File: src/sv/sitda_pkg.sv
// Shared types and constants for the signed integer to decimal ASCII converter.
package sitda_pkg;

  // Input word and output character widths.
  localparam int VALUE_W = 32;
  localparam int CHAR_W  = 8;

  // Ten BCD digits hold any 32-bit magnitude.
  localparam int NUM_DIGITS = 10;
  localparam int DIGIT_W    = 4;
  localparam int DIGIT_IDX_W = $clog2(NUM_DIGITS);
  localparam int SHIFT_CNT_W = $clog2(VALUE_W);

  // ASCII codes used in the output text.
  localparam logic [CHAR_W-1:0] ASCII_ZERO  = 8'd48;
  localparam logic [CHAR_W-1:0] ASCII_MINUS = 8'd45;

  // BCD adjust threshold and offset for the shift-and-add-3 conversion.
  localparam logic [DIGIT_W-1:0] BCD_ADJ_LIMIT = 4'd5;
  localparam logic [DIGIT_W-1:0] BCD_ADJ_ADD   = 4'd3;

  typedef logic [DIGIT_W-1:0] digit_t;
  typedef digit_t [NUM_DIGITS-1:0] bcd_vec_t;
  typedef logic [VALUE_W-1:0] mag_t;

endpackage

File: src/sv/signed_int_to_decimal_ascii.sv
// Top level: converts a signed 32-bit integer to its decimal ASCII text, one character per transfer.
// An input transfer runs through 32 shift-and-adjust steps in the shared BCD unit, one
// leading-digit scan and one output load before the first character appears.
// Each item gives n = 1..11 characters, sent one character per cycle while the output side
// takes them; a new input is accepted only after the last character of the item is loaded.
// Reset (rst_n low, synchronous) returns the sequencer to idle and empties the output register.
module signed_int_to_decimal_ascii (
  input  logic                                clk,
  input  logic                                rst_n,
  input  logic                                in_valid,
  output logic                                in_ready,
  input  logic signed [sitda_pkg::VALUE_W-1:0] in_value,
  output logic                                out_valid,
  input  logic                                out_ready,
  output logic [sitda_pkg::CHAR_W-1:0]        out_character,
  output logic                                out_last
);
  import sitda_pkg::*;

  typedef enum logic [1:0] {
    ST_IDLE,
    ST_CONV,
    ST_SCAN,
    ST_EMIT
  } state_t;

  state_t                 state_r, state_nxt;
  logic                   neg_r, neg_nxt;
  mag_t                   mag_r, mag_nxt;
  bcd_vec_t               bcd_r, bcd_nxt;
  logic [SHIFT_CNT_W-1:0] cnt_r, cnt_nxt;
  logic [DIGIT_IDX_W-1:0] idx_r, idx_nxt;
  logic                   out_valid_r, out_valid_nxt;
  logic [CHAR_W-1:0]      out_character_r, out_character_nxt;
  logic                   out_last_r, out_last_nxt;

  bcd_vec_t               bcd_adj;
  logic [DIGIT_IDX_W-1:0] lead_idx;
  logic                   out_free;
  logic                   in_xfer;

  assign in_ready      = (state_r == ST_IDLE);
  assign in_xfer       = in_valid && in_ready;
  assign out_valid     = out_valid_r;
  assign out_character = out_character_r;
  assign out_last      = out_last_r;
  assign out_free      = !out_valid_r || out_ready;

  // Shared BCD unit: add three to every digit of five or more before the next shift.
  always_comb begin
    for (int i = 0; i < NUM_DIGITS; i++) begin
      if (bcd_r[i] >= BCD_ADJ_LIMIT) begin
        bcd_adj[i] = bcd_r[i] + BCD_ADJ_ADD;
      end else begin
        bcd_adj[i] = bcd_r[i];
      end
    end
  end

  // Position of the most significant nonzero digit; zero gives the lowest digit.
  always_comb begin
    lead_idx = '0;
    for (int i = 0; i < NUM_DIGITS; i++) begin
      if (bcd_r[i] != '0) begin
        lead_idx = DIGIT_IDX_W'(i);
      end
    end
  end

  // Sequencer and output register next-state logic.
  always_comb begin
    state_nxt         = state_r;
    neg_nxt           = neg_r;
    mag_nxt           = mag_r;
    bcd_nxt           = bcd_r;
    cnt_nxt           = cnt_r;
    idx_nxt           = idx_r;
    out_valid_nxt     = out_valid_r;
    out_character_nxt = out_character_r;
    out_last_nxt      = out_last_r;

    // A waiting character leaves when the consumer takes it.
    if (out_valid_r && out_ready) begin
      out_valid_nxt = 1'b0;
    end

    case (state_r)
      ST_IDLE: begin
        if (in_xfer) begin
          neg_nxt   = in_value[VALUE_W-1];
          mag_nxt   = in_value[VALUE_W-1] ? (mag_t'(0) - mag_t'(in_value)) : mag_t'(in_value);
          bcd_nxt   = '0;
          cnt_nxt   = '0;
          state_nxt = ST_CONV;
        end
      end
      ST_CONV: begin
        // One binary bit moves into the BCD digits each cycle.
        {bcd_nxt, mag_nxt} = {bcd_adj, mag_r} << 1;
        cnt_nxt = cnt_r + 1'b1;
        if (cnt_r == SHIFT_CNT_W'(VALUE_W - 1)) begin
          state_nxt = ST_SCAN;
        end
      end
      ST_SCAN: begin
        idx_nxt   = lead_idx;
        state_nxt = ST_EMIT;
      end
      ST_EMIT: begin
        if (out_free) begin
          out_valid_nxt = 1'b1;
          if (neg_r) begin
            out_character_nxt = ASCII_MINUS;
            out_last_nxt      = 1'b0;
            neg_nxt           = 1'b0;
          end else begin
            out_character_nxt = ASCII_ZERO + CHAR_W'(bcd_r[idx_r]);
            out_last_nxt      = (idx_r == '0);
            if (idx_r == '0) begin
              state_nxt = ST_IDLE;
            end else begin
              idx_nxt = idx_r - 1'b1;
            end
          end
        end
      end
      default: begin
        state_nxt = ST_IDLE;
      end
    endcase
  end

  // State, working registers and the output register.
  always_ff @(posedge clk) begin
    if (!rst_n) begin
      state_r     <= ST_IDLE;
      out_valid_r <= 1'b0;
    end else begin
      state_r     <= state_nxt;
      out_valid_r <= out_valid_nxt;
    end
    neg_r           <= neg_nxt;
    mag_r           <= mag_nxt;
    bcd_r           <= bcd_nxt;
    cnt_r           <= cnt_nxt;
    idx_r           <= idx_nxt;
    out_character_r <= out_character_nxt;
    out_last_r      <= out_last_nxt;
  end

endmodule
File: config.mk
export PLATFORM = sky130hd
export DESIGN_NAME = signed_int_to_decimal_ascii
export DESIGN_NICKNAME = d
export VERILOG_FILES = /design/src/sv/sitda_pkg.sv /design/src/sv/signed_int_to_decimal_ascii.sv
export SDC_FILE = /design/constraint.sdc
export NUM_CORES = 1
export LEC_CHECK = 0
export ABC_AREA = 1
export ABC_CLOCK_PERIOD_IN_PS = 5830
export BUFFER_PORTS_ARGS = -buffer_cell sky130_fd_sc_hd__buf_2
export CAP_MARGIN = 30
export CORE_MARGIN = 2
export CORE_UTILIZATION = 45
export CTS_CLUSTER_DIAMETER = 40
export DETAILED_ROUTE_END_ITERATION = 16
export GPL_TIMING_DRIVEN = 0
export SYNTH_ARGS = -nofsm -noshare
export SYNTH_HDL_FRONTEND = slang
export SYNTH_SLANG_ARGS = --single-unit
export TNS_END_PERCENT = 50
File: constraint.sdc
create_clock -name clk -period 5.83 [get_ports clk]
set_input_delay 0.2915 -clock clk [delete_from_list [all_inputs] [get_ports clk]]
set_output_delay 0.2915 -clock clk [all_outputs]
set_load 0.01 [all_outputs]
==> run_results.csv, run 1 <==
group,metric,value,unit
status,status,"finished, final reports clean",
pwr,leakagePower,2.93,nW
pwr,irDropWorstVdd,0.196,mV
sta,slew_headroom,46.3,%
setup_path,reg2reg_depth,7,
logic_synthesis,async_reset_ff_share,0,%
global_routing,grt_pass1_wl,24700,um
final_layout,nets,859,
floorplanning,core_area,13100,sq um
logic_synthesis,synth_ff_type,"edfxtp_1",
setup_path,cp_cell_sequence,"inv_1 > ha_1 > inv_2 > clkbuf_1 > a21oi_4 > buf_16 > buf_12",
setup_path,end_kind,"flip-flop",
sta,rsz0062_at_grt,"false",
final_layout,layoutNonFillerInstCount,976,
clocking,cts-root-buf,"clkbuf_16",
sta,min_period,2.54,ns
drt,route.detailed.drc,0,
setup_path,cp.required,5.93,ns
logic_synthesis,netlist_area,5950,sq um
setup_path,crit_slowest_cell,"clkbuf_1",
global_routing,first_global_vias,5046,
place,dp.cells,960,
clocking,clk_latency,0.35,ns
logic_synthesis,yosysTopAreaCell,"edfxtp_1",
drt,wl,15000,um
setup_path,critPathArrivalTime,2.64,ns
drt,via_count,5100,
logic_synthesis,synthTopCellsByCount,"nand2_1 (142), inv_1 (95), edfxtp_1 (88)",
global_routing,grt_max_degree,28,
logic_synthesis,ys.warnings.count,0,
sta,finalHoldViolCount,0,
setup_path,path_max_fanout,27,
clocking,cts-resized-gates,0,
setup_path,path_buf_inv,5,
clocking,post-cts-setup-buffers,0,
logic_synthesis,yosysSeqAreaShare,45.4,%
floorplanning,rows,42,
hold_path,hp-class,"input port to flip-flop",
final_layout,diodes,0,
floorplanning,dieHeight,119,um
global_routing,antenna_found_initial,0,
sta,setup_slack,3.29,ns
floorplanning,initial_core_util,45.5,%
place,pre_cts_slack,3.29,ns
setup_path,critPathLaunchType,"flip-flop",
place,port_buffers,43,
logic_synthesis,synth_top_area_share,44.4,%
setup_path,cp_top_family,"buffers and inverters",
sta,worst_slew_pin_slew,0.805,ns
logic_synthesis,synth_area_leaders,"edfxtp_1 (44%), nand2_1 (9.0%), o21ai_0 (6.3%), inv_1 (6.0%), ha_1 (5.9%)",
logic_synthesis,synth_edf_count,88,
clocking,postCtsHoldBufs,0,
place,dp_hpwl,11200,um
global_routing,grt.overflow.total,0,
clocking,clock_sinks,91,
clocking,cts.clk_slew.worst_paths,0.07,ns
setup_path,crit_cells,7,
drt,drt_pass1_iterations,5,
sta,fin_skew,0.00721,ns
clocking,cts_tree,"yes",
pwr,power.density,534,nW/um^2
drt,wl_per_cell,15.3,um
logic_synthesis,ys_types,38,
drt,vias_per_cell,5.23,
sta,whs,0.219,ns
sta,max_freq,0.394,GHz
logic_synthesis,syn_inst,737,
final_layout,post_route_cells_drive_above_1_share,12.9,%
floorplanning,die_area,14200,sq um
floorplanning,ios,47,
clocking,clk_path_buf_depth,2,
clocking,cts-buffers-inserted,9,
sta,tns,0,ns
logic_synthesis,yosys.cell_count.top_type,"nand2_1",
sta,fin_crit_sh,43.5,%
final_layout,syn_to_final_growth,13.8,%
drt,detail_route.iter0.violations,470,
drt,postRouteAntennaNets,0,
setup_path,slowest_delay,0.64,ns
pwr,finalPower,3.62,mW
logic_synthesis,avgSynthCellArea,8.08,sq um
job,cap_viol_max_count,0,
floorplanning,die_w,119,um
hold_path,hold-path-cell-count,3,
global_routing,grt_use_total,22.1,%
sta,setup_viol,0,
clocking,htree_num_levels,3,
setup_path,criticalPathCategory,"flip-flop to flip-flop",
place,gp_congestion,0.885,
logic_synthesis,ys_ff_latch,91,
sta,slew_violations,0,
==> metrics by stage <==
stage | instance area [sq um] | util, %
floorplan | 5960 | -
global placement | 6390 | 48.9
detailed placement | 6480 | 49.5
CTS | 6770 | 51.8
global route | 6770 | 51.8
finish | 6770 | 51.8
==> flip-flops by register name, summed over array words and instances, names as in the netlist <==
| name | cells |
|---|---|
| mag_r | 32 |
| state_r | 2 |
| neg_r | 1 |
| bcd_r | 40 |
| out_valid | 1 |
| out_last | 1 |
| cnt_r | 5 |
| idx_r | 4 |
| out_character | 5 |
==> final timing paths <==
path,from,endpoint,slack [ns]
worst max register to register,state_r[1],bcd_r[17],3.29
worst max-delay path,state_r[1],bcd_r[17],3.29
worst min-delay path,rst_n,state_r[0],0.22
worst min register to register,mag_r[31],bcd_r[0],0.51
==> logic make-up (layout without fill, tap and decap cells) <==
logic type / after synthesis / count (layout) / synth area share, %
XOR/XNOR: 13 / 13 / 1.91
adder cells (fa/ha/maj): 28 / 28 / 5.88
flip-flops: 91 / 91 / 45.4
other: 2 / 3 / 0.126
AO/OA/AOI/OAI: 162 / 162 / 14.5
buffers and inverters: 123 / 185 / 8.43
AND/OR/NAND/NOR: 318 / 318 / 23.7
==> cell type report <==
cell class | count | area, sq um
fill | 1255 | 6310
tap | 176 | 220
clock inverter | 6 | 65.1
clock buffer | 10 | 229
multi-input combinational | 524 | 2760
inverter | 100 | 375
timing repair buffer | 46 | 290
buffer | 23 | 126
sequential | 91 | 2700
==> layout by cell type (no fill, tap or decap), types with 2 or more instances in the layout <==
| master | Yosys | final |
|---|---|---|
| nand2_1 | 142 | 142 |
| inv_1 | 95 | 95 |
| edfxtp_1 | 88 | 88 |
| nor2_1 | 78 | 78 |
| o21ai_0 | 75 | 75 |
| a21oi_1 | 60 | 59 |
| nand3_1 | 52 | 52 |
| buf_2 | 5 | 48 |
| ha_1 | 28 | 28 |
| xor2_1 | 12 | 12 |
| clkbuf_1 | 10 | 11 |
| clkbuf_16 | 0 | 9 |
| nor2_2 | 8 | 8 |
| nand4_1 | 8 | 8 |
| buf_4 | 7 | 7 |
| nor3_1 | 7 | 7 |
| nand2_2 | 6 | 6 |
| o22ai_1 | 6 | 6 |
| inv_2 | 5 | 5 |
| nand3b_1 | 5 | 5 |
| nand3_2 | 4 | 4 |
| a31oi_1 | 4 | 4 |
| o21ai_1 | 4 | 4 |
| o211ai_1 | 4 | 4 |
| o211a_1 | 4 | 4 |
| conb_1 | 2 | 3 |
| dfxtp_1 | 3 | 3 |
| nor2_4 | 2 | 2 |
| nor4_1 | 2 | 2 |
| a211oi_1 | 2 | 2 |
| clkinv_2 | 0 | 2 |
| buf_16 | 0 | 2 |
==> power breakdown <==
part           switching, mW  leakage (nW)  internal (mW)
registers              0.189         0.897           1.22
clock network          0.260         0.143          0.333
logic                   1.08          1.89          0.533
==> tightest hold or removal path: stages <==
cell,delay (ns)
buf_2,0.12
o21ai_0,0.07
nor2_1,0.05
==> per-layer routing <==
layer	up-vias	wire length (um)	track usage, %
met3	21	657	3.07
li1	2602	-	-
met5	-	0	0
met1	2333	6750	28.4
met2	144	7230	37.2
met4	0	343	9.30
Note: power is estimated with default switching activity, not from simulation.
==> inputs of run 2 (changes only) <==
--- a/config.mk
+++ b/config.mk
@@ -6,7 +6,7 @@
 export NUM_CORES = 1
 export LEC_CHECK = 0
 export ABC_AREA = 1
-export ABC_CLOCK_PERIOD_IN_PS = 5830
+export ABC_CLOCK_PERIOD_IN_PS = 2200
 export BUFFER_PORTS_ARGS = -buffer_cell sky130_fd_sc_hd__buf_2
 export CAP_MARGIN = 30
 export CORE_MARGIN = 2
@@ -14,6 +14,7 @@
 export CTS_CLUSTER_DIAMETER = 40
 export DETAILED_ROUTE_END_ITERATION = 16
 export GPL_TIMING_DRIVEN = 0
+export PLACE_DENSITY = 0.65
 export SYNTH_ARGS = -nofsm -noshare
 export SYNTH_HDL_FRONTEND = slang
 export SYNTH_SLANG_ARGS = --single-unit
==> constraint.sdc (replaced) <==
create_clock -name clk -period 2.2 [get_ports clk]
set_input_delay 0.11 -clock clk [delete_from_list [all_inputs] [get_ports clk]]
set_output_delay 0.11 -clock clk [all_outputs]
set_load 0.01 [all_outputs]
==> run_results.csv, run 2 (synthesis gave the netlist of run 1 again) <==
group,metric,value,unit
place,gp_congestion,0.893,
hold_path,hold-path-cell-count,3,
clocking,cts-root-buf,"clkbuf_16",
global_routing,grt_max_degree,29,
setup_path,reg2reg_depth,6,
drt,drt_pass1_iterations,5,
drt,postRouteAntennaNets,0,
drt,vias_per_cell,5.21,
drt,met3_wirelength,574,um
global_routing,grt_pass1_wl,24600,um
place,dp_hpwl,11300,um
setup_path,cp.required,2.18,ns
sta,min_period,1.99,ns
sta,slew_headroom,51.1,%
hold_path,min_from,"rst_n",
sta,finalHoldViolCount,0,
sta,rsz0062_at_grt,"false",
clocking,clock_sinks,91,
clocking,htree_num_levels,3,
setup_path,cp_cell_sequence,"inv_2 > clkbuf_4 > ha_1 > nand3_1 > nand2_1 > o21ai_0",
clocking,cts_tree,"yes",
pwr,power.share.clock,15.3,%
floorplanning,dieHeight,119,um
global_routing,grt_use_total,21.9,%
final_layout,n_fill_cell,1262,
sta,tns,0,ns
global_routing,grt.overflow.total,0,
sta,fin_crit_sh,90.6,%
drt,maxUsedRoutingLayer,"met4",
floorplanning,rows,42,
final_layout,nets,860,
clocking,clk_path_buf_depth,2,
hold_path,hp-class,"input port to flip-flop",
final_layout,post-route-util,51.8,%
setup_path,end_kind,"flip-flop",
floorplanning,initial_core_util,45.5,%
global_routing,antenna_found_initial,0,
pwr,p_sw,4.05,mW
sta,setup_viol,0,
pwr,leakagePower,2.91,nW
drt,via_count,5095,
drt,detail_route.iter0.violations,405,
setup_path,critPathArrivalTime,1.98,ns
job,cap_viol_max_count,0,
floorplanning,die_area,14200,sq um
setup_path,criticalPathCategory,"flip-flop to flip-flop",
drt,wl_met2,7300,um
final_layout,largest_register_ffs,40,
drt,route.detailed.drc,0,
setup_path,critPathLaunchType,"flip-flop",
pwr,irDropWorstVdd,0.558,mV
global_routing,first_global_vias,5068,
floorplanning,core_area,13100,sq um
pwr,finalPower,9.47,mW
final_layout,mostFrequentLayoutCell,"nand2_1",
setup_path,crit_slowest_cell,"o21ai_0",
clocking,cts-buffers-inserted,9,
clocking,cts.clk_slew.worst_paths,0.07,ns
setup_path,crit-reg2reg-launch,"idx_r[0]",
sta,max_freq,0.502,GHz
pwr,power_frac_seq,39.6,%
setup_path,timing.rr.end,"idx_r[2]",
final_layout,layout_common_cells,"nand2_1 (142), inv_1 (91), edfxtp_1 (88)",
sta,worst_slew_pin_slew,0.734,ns
setup_path,slowest_delay,0.49,ns
place,port_buffers,43,
pwr,p_int,5.42,mW
pwr,swShare,42.8,%
pwr,combinationalPowerShare,45.2,%
final_layout,reg_top3,"bcd_r (40), mag_r (32)",
final_layout,syn_to_final_growth,13.8,%
hold_path,hold_end,"state_r[1]",
drt,met1_length,6690,um
final_layout,largest_register,"bcd_r",
clocking,clk_latency,0.35,ns
sta,slew_violations,0,
setup_path,path_max_fanout,10,
floorplanning,die_w,119,um
drt,wl,14900,um
status,status,"finished, final reports clean",
drt,wl_per_cell,15.2,um
final_layout,diodes,0,
floorplanning,ios,47,
pwr,power.density,1400,nW/um^2
setup_path,rrSetupSlack,0.21,ns
final_layout,post_route_cells_drive_above_1_share,14.1,%
sta,fin_skew,0.00626,ns
[run 2: critical path, delay by kind of cell (launching register included)]
| kind | cells | cell delay (ns) |
|---|---|---|
| buffers and inverters | 2 | 0.29 |
| AO/OA/AOI/OAI | 1 | 0.49 |
| AND/OR/NAND/NOR | 2 | 0.21 |
| flip-flops | 1 | 0.40 |
| adder cells (fa/ha/maj) | 1 | 0.23 |
[run 2: layout make-up]
class | count | area [sq um] | share of cell area [%]
Timing Repair Buffer | 46 | 263 | 3.88
Buffer | 23 | 139 | 2.05
Inverter | 100 | 378 | 5.58
Sequential cell | 91 | 2710 | 39.9
Clock buffer | 11 | 243 | 3.58
Tap cell | 176 | 220 | 3.25
Multi-Input combinational cell | 525 | 2800 | 41.3
Clock inverter | 5 | 30.0 | 0.443
[run 2: metal layers]
metal	GRT usage, %	vias up
li1	-	2618
met3	2.44	21
met1	28.1	2320
met2	38.1	136
met4	7.81	0
met5	0	-
[run 2: stage by stage]
stage / setup slack (ns) / area (sq um) / cells / hold slack [ns]
2_1_floorplan: -0.262 / 6010 / 738 / 0.238
3_3_place_gp: -0.937 / 6440 / 957 / 0.370
3_5_place_dp: -0.178 / 6480 / 959 / 0.386
4_1_cts: 0.00641 / 6770 / 976 / 0.0228
5_1_grt: 0.0364 / 6780 / 977 / 0.0326
6_report: 0.206 / 6780 / 977 / 0.0310
[run 2: timing repair]
item,in CTS,in global routing
resized for setup,0,2
setup buffers,0,1
hold buffers,0,0
pin swaps,1,0
gates cloned,1,0
endpoints found under the setup margin,27,28
[run 2: power groups by stage]
stage	Combinational [mW]	Clock [mW]	Sequential [mW]
6_report	4.28	1.45	3.75
4_1_cts	4.27	1.46	3.75
3_5_place_dp	4.20	0	3.78
2_1_floorplan	2.98	0	3.65
3_3_place_gp	3.85	0	3.78
5_1_grt	4.86	1.52	3.86
[run 2: worst max path at each step]
| stage | startpoint | endpoint | slack, ns | depth (start not counted) |
|---|---|---|---|---|
| after detailed placement | state_r[1] | mag_r[9] | -0.18 | 7 |
| after CTS | state_r[0] | bcd_r[13] | 0.006 | 7 |
| after floorplan | state_r[1] | bcd_r[0] | -0.26 | 5 |
| after global routing | idx_r[0] | state_r[0] | 0.04 | 10 |
| after global placement | state_r[1] | mag_r[9] | -0.94 | 5 |
| final | idx_r[0] | idx_r[2] | 0.21 | 6 |
==> inputs of run 3 (changes only) <==
--- a/config.mk
+++ b/config.mk
@@ -14,6 +14,7 @@
 export CTS_CLUSTER_DIAMETER = 40
 export DETAILED_ROUTE_END_ITERATION = 16
 export GPL_TIMING_DRIVEN = 0
+export MAX_ROUTING_LAYER = met4
 export PLACE_DENSITY = 0.65
 export SYNTH_ARGS = -nofsm -noshare
 export SYNTH_HDL_FRONTEND = slang
==> run_results.csv, run 3 (synthesis gave the netlist of run 1 again) <==
group,metric,value,unit
status,status,"finished, final reports clean",
clocking,cts_tree,"yes",
sta,slew_headroom,48.5,%
floorplanning,rows,42,
floorplanning,core_area,13100,sq um
clocking,postCtsHoldBufs,0,
global_routing,grt.overflow.total,0,
job,cap_viol_max_count,0,
clocking,cts-buffers-inserted,9,
drt,wl,14900,um
hold_path,hold-path-cell-count,2,
drt,via_count,5150,
hold_path,hp-class,"input port to flip-flop",
drt,route.detailed.drc,0,
drt,detail_route.iter0.violations,480,
pwr,leakagePower,2.95,nW
place,dp.cells,960,
final_layout,syn_to_final_growth,14.8,%
setup_path,path_max_fanout,27,
clocking,clock_sinks,91,
final_layout,mostFrequentLayoutCell,"nand2_1",
global_routing,antenna_found_initial,0,
final_layout,post_route_cells_drive_above_1_share,14.1,%
sta,fin_skew,0.0104,ns
sta,finalHoldViolCount,0,
setup_path,cp.required,2.25,ns
setup_path,timing.rr.end,"mag_r[12]",
sta,whs,0.0387,ns
setup_path,criticalPathCategory,"flip-flop to flip-flop",
global_routing,grt_pass1_wl,24500,um
setup_path,startpoint,"state_r[1]",
drt,wl_per_cell,15.3,um
sta,setup_viol,0,
floorplanning,initial_core_util,45.5,%
drt,drt_pass1_iterations,5,
pwr,finalPower,9.69,mW
sta,max_freq,0.478,GHz
sta,rsz0062_at_grt,"false",
setup_path,critPathLaunchType,"flip-flop",
floorplanning,die_w,119,um
floorplanning,ios,47,
final_layout,largest_register,"bcd_r",
setup_path,critPathArrivalTime,2.14,ns
final_layout,reg_top3,"bcd_r (40), mag_r (32)",
place,port_buffers,43,
sta,slew_violations,0,
clocking,clk_path_buf_depth,2,
final_layout,nets,859,
drt,vias_per_cell,5.28,
final_layout,largest_register_ffs,40,
final_layout,layoutNonFillerInstCount,976,
sta,fin_crit_sh,95.1,%
global_routing,first_global_vias,5025,
place,dp_hpwl,11300,um
clocking,cts-root-buf,"clkbuf_16",
setup_path,end_kind,"flip-flop",
setup_path,crit-reg2reg-launch,"state_r[1]",
place,gp_congestion,0.885,
clocking,post-cts-setup-buffers,0,
sta,min_period,2.09,ns
clocking,clk_latency,0.35,ns
setup_path,reg2reg_depth,7,
floorplanning,dieHeight,119,um
setup_path,cp-endpoint,"mag_r[12]",
clocking,htree_num_levels,3,
floorplanning,die_area,14200,sq um
final_layout,diodes,0,
sta,worst_slew_pin_slew,0.772,ns
global_routing,grt_max_degree,28,
pwr,power.density,1420,nW/um^2
clocking,cts.clk_slew.worst_paths,0.07,ns
drt,postRouteAntennaNets,0,
final_layout,layout_common_cells,"nand2_1 (142), inv_1 (91), edfxtp_1 (88)",
setup_path,rrSetupSlack,0.11,ns
pwr,irDropWorstVdd,0.532,mV
global_routing,grt_use_total,22.4,%
-- run 3: area by class of cell --
| class | count | area (sq um) |
|---|---|---|
| sequential | 91 | 2710 |
| clock buffer | 12 | 256 |
| fill | 1225 | 6250 |
| clock inverter | 4 | 48.8 |
| tap | 176 | 220 |
| multi-input combinational | 524 | 2790 |
| timing repair buffer | 46 | 290 |
| buffer | 23 | 139 |
| inverter | 100 | 378 |
-- run 3: layer usage --
layer	global-route usage (%)	part of all wire [%]
met1	28.0	45
met2	37.4	49
met3	3.69	4.2
met4	6.62	1.5
met5	-	0
-- run 3: worst min-delay path by stage --
stage / start / end
final: rst_n / out_valid
after floorplan: rst_n / state_r[1]
after global routing: rst_n / out_valid
after global placement: rst_n / state_r[0]
after CTS: rst_n / state_r[0]
after detailed placement: rst_n / state_r[0]
-- run 3: repair_timing --
action,CTS,global route
gates resized for setup,0,3
hold endpoints to repair,0,0
setup endpoints to repair,0,5
-- run 3: where the power goes --
| part | switching (mW) | internal [mW] | total [mW] |
|---|---|---|---|
| Sequential | 0.514 | 3.24 | 3.75 |
| Clock | 0.655 | 0.942 | 1.60 |
| Combinational | 2.88 | 1.47 | 4.35 |
-- run 3: critical path, stage by stage, from the launching register on --
cell,delay [ns]
dfxtp_2,0.34
inv_2,0.09
ha_4,0.15
inv_4,0.06
clkbuf_8,0.19
a21oi_4,0.47
buf_12,0.27
buf_16,0.19
-- run 3: through the flow --
step                      TNS, ns  cell area [sq um]  util [%]  setup WS (ns)
after floorplan            -20.20               6010         -         -0.262
after global placement     -69.74               6440      49.2         -0.911
after detailed placement        0               6520      49.8         0.0928
after CTS                       0               6820      52.2         0.0786
after global routing            0               6830      52.2        0.00818
final                           0               6830      52.2          0.108
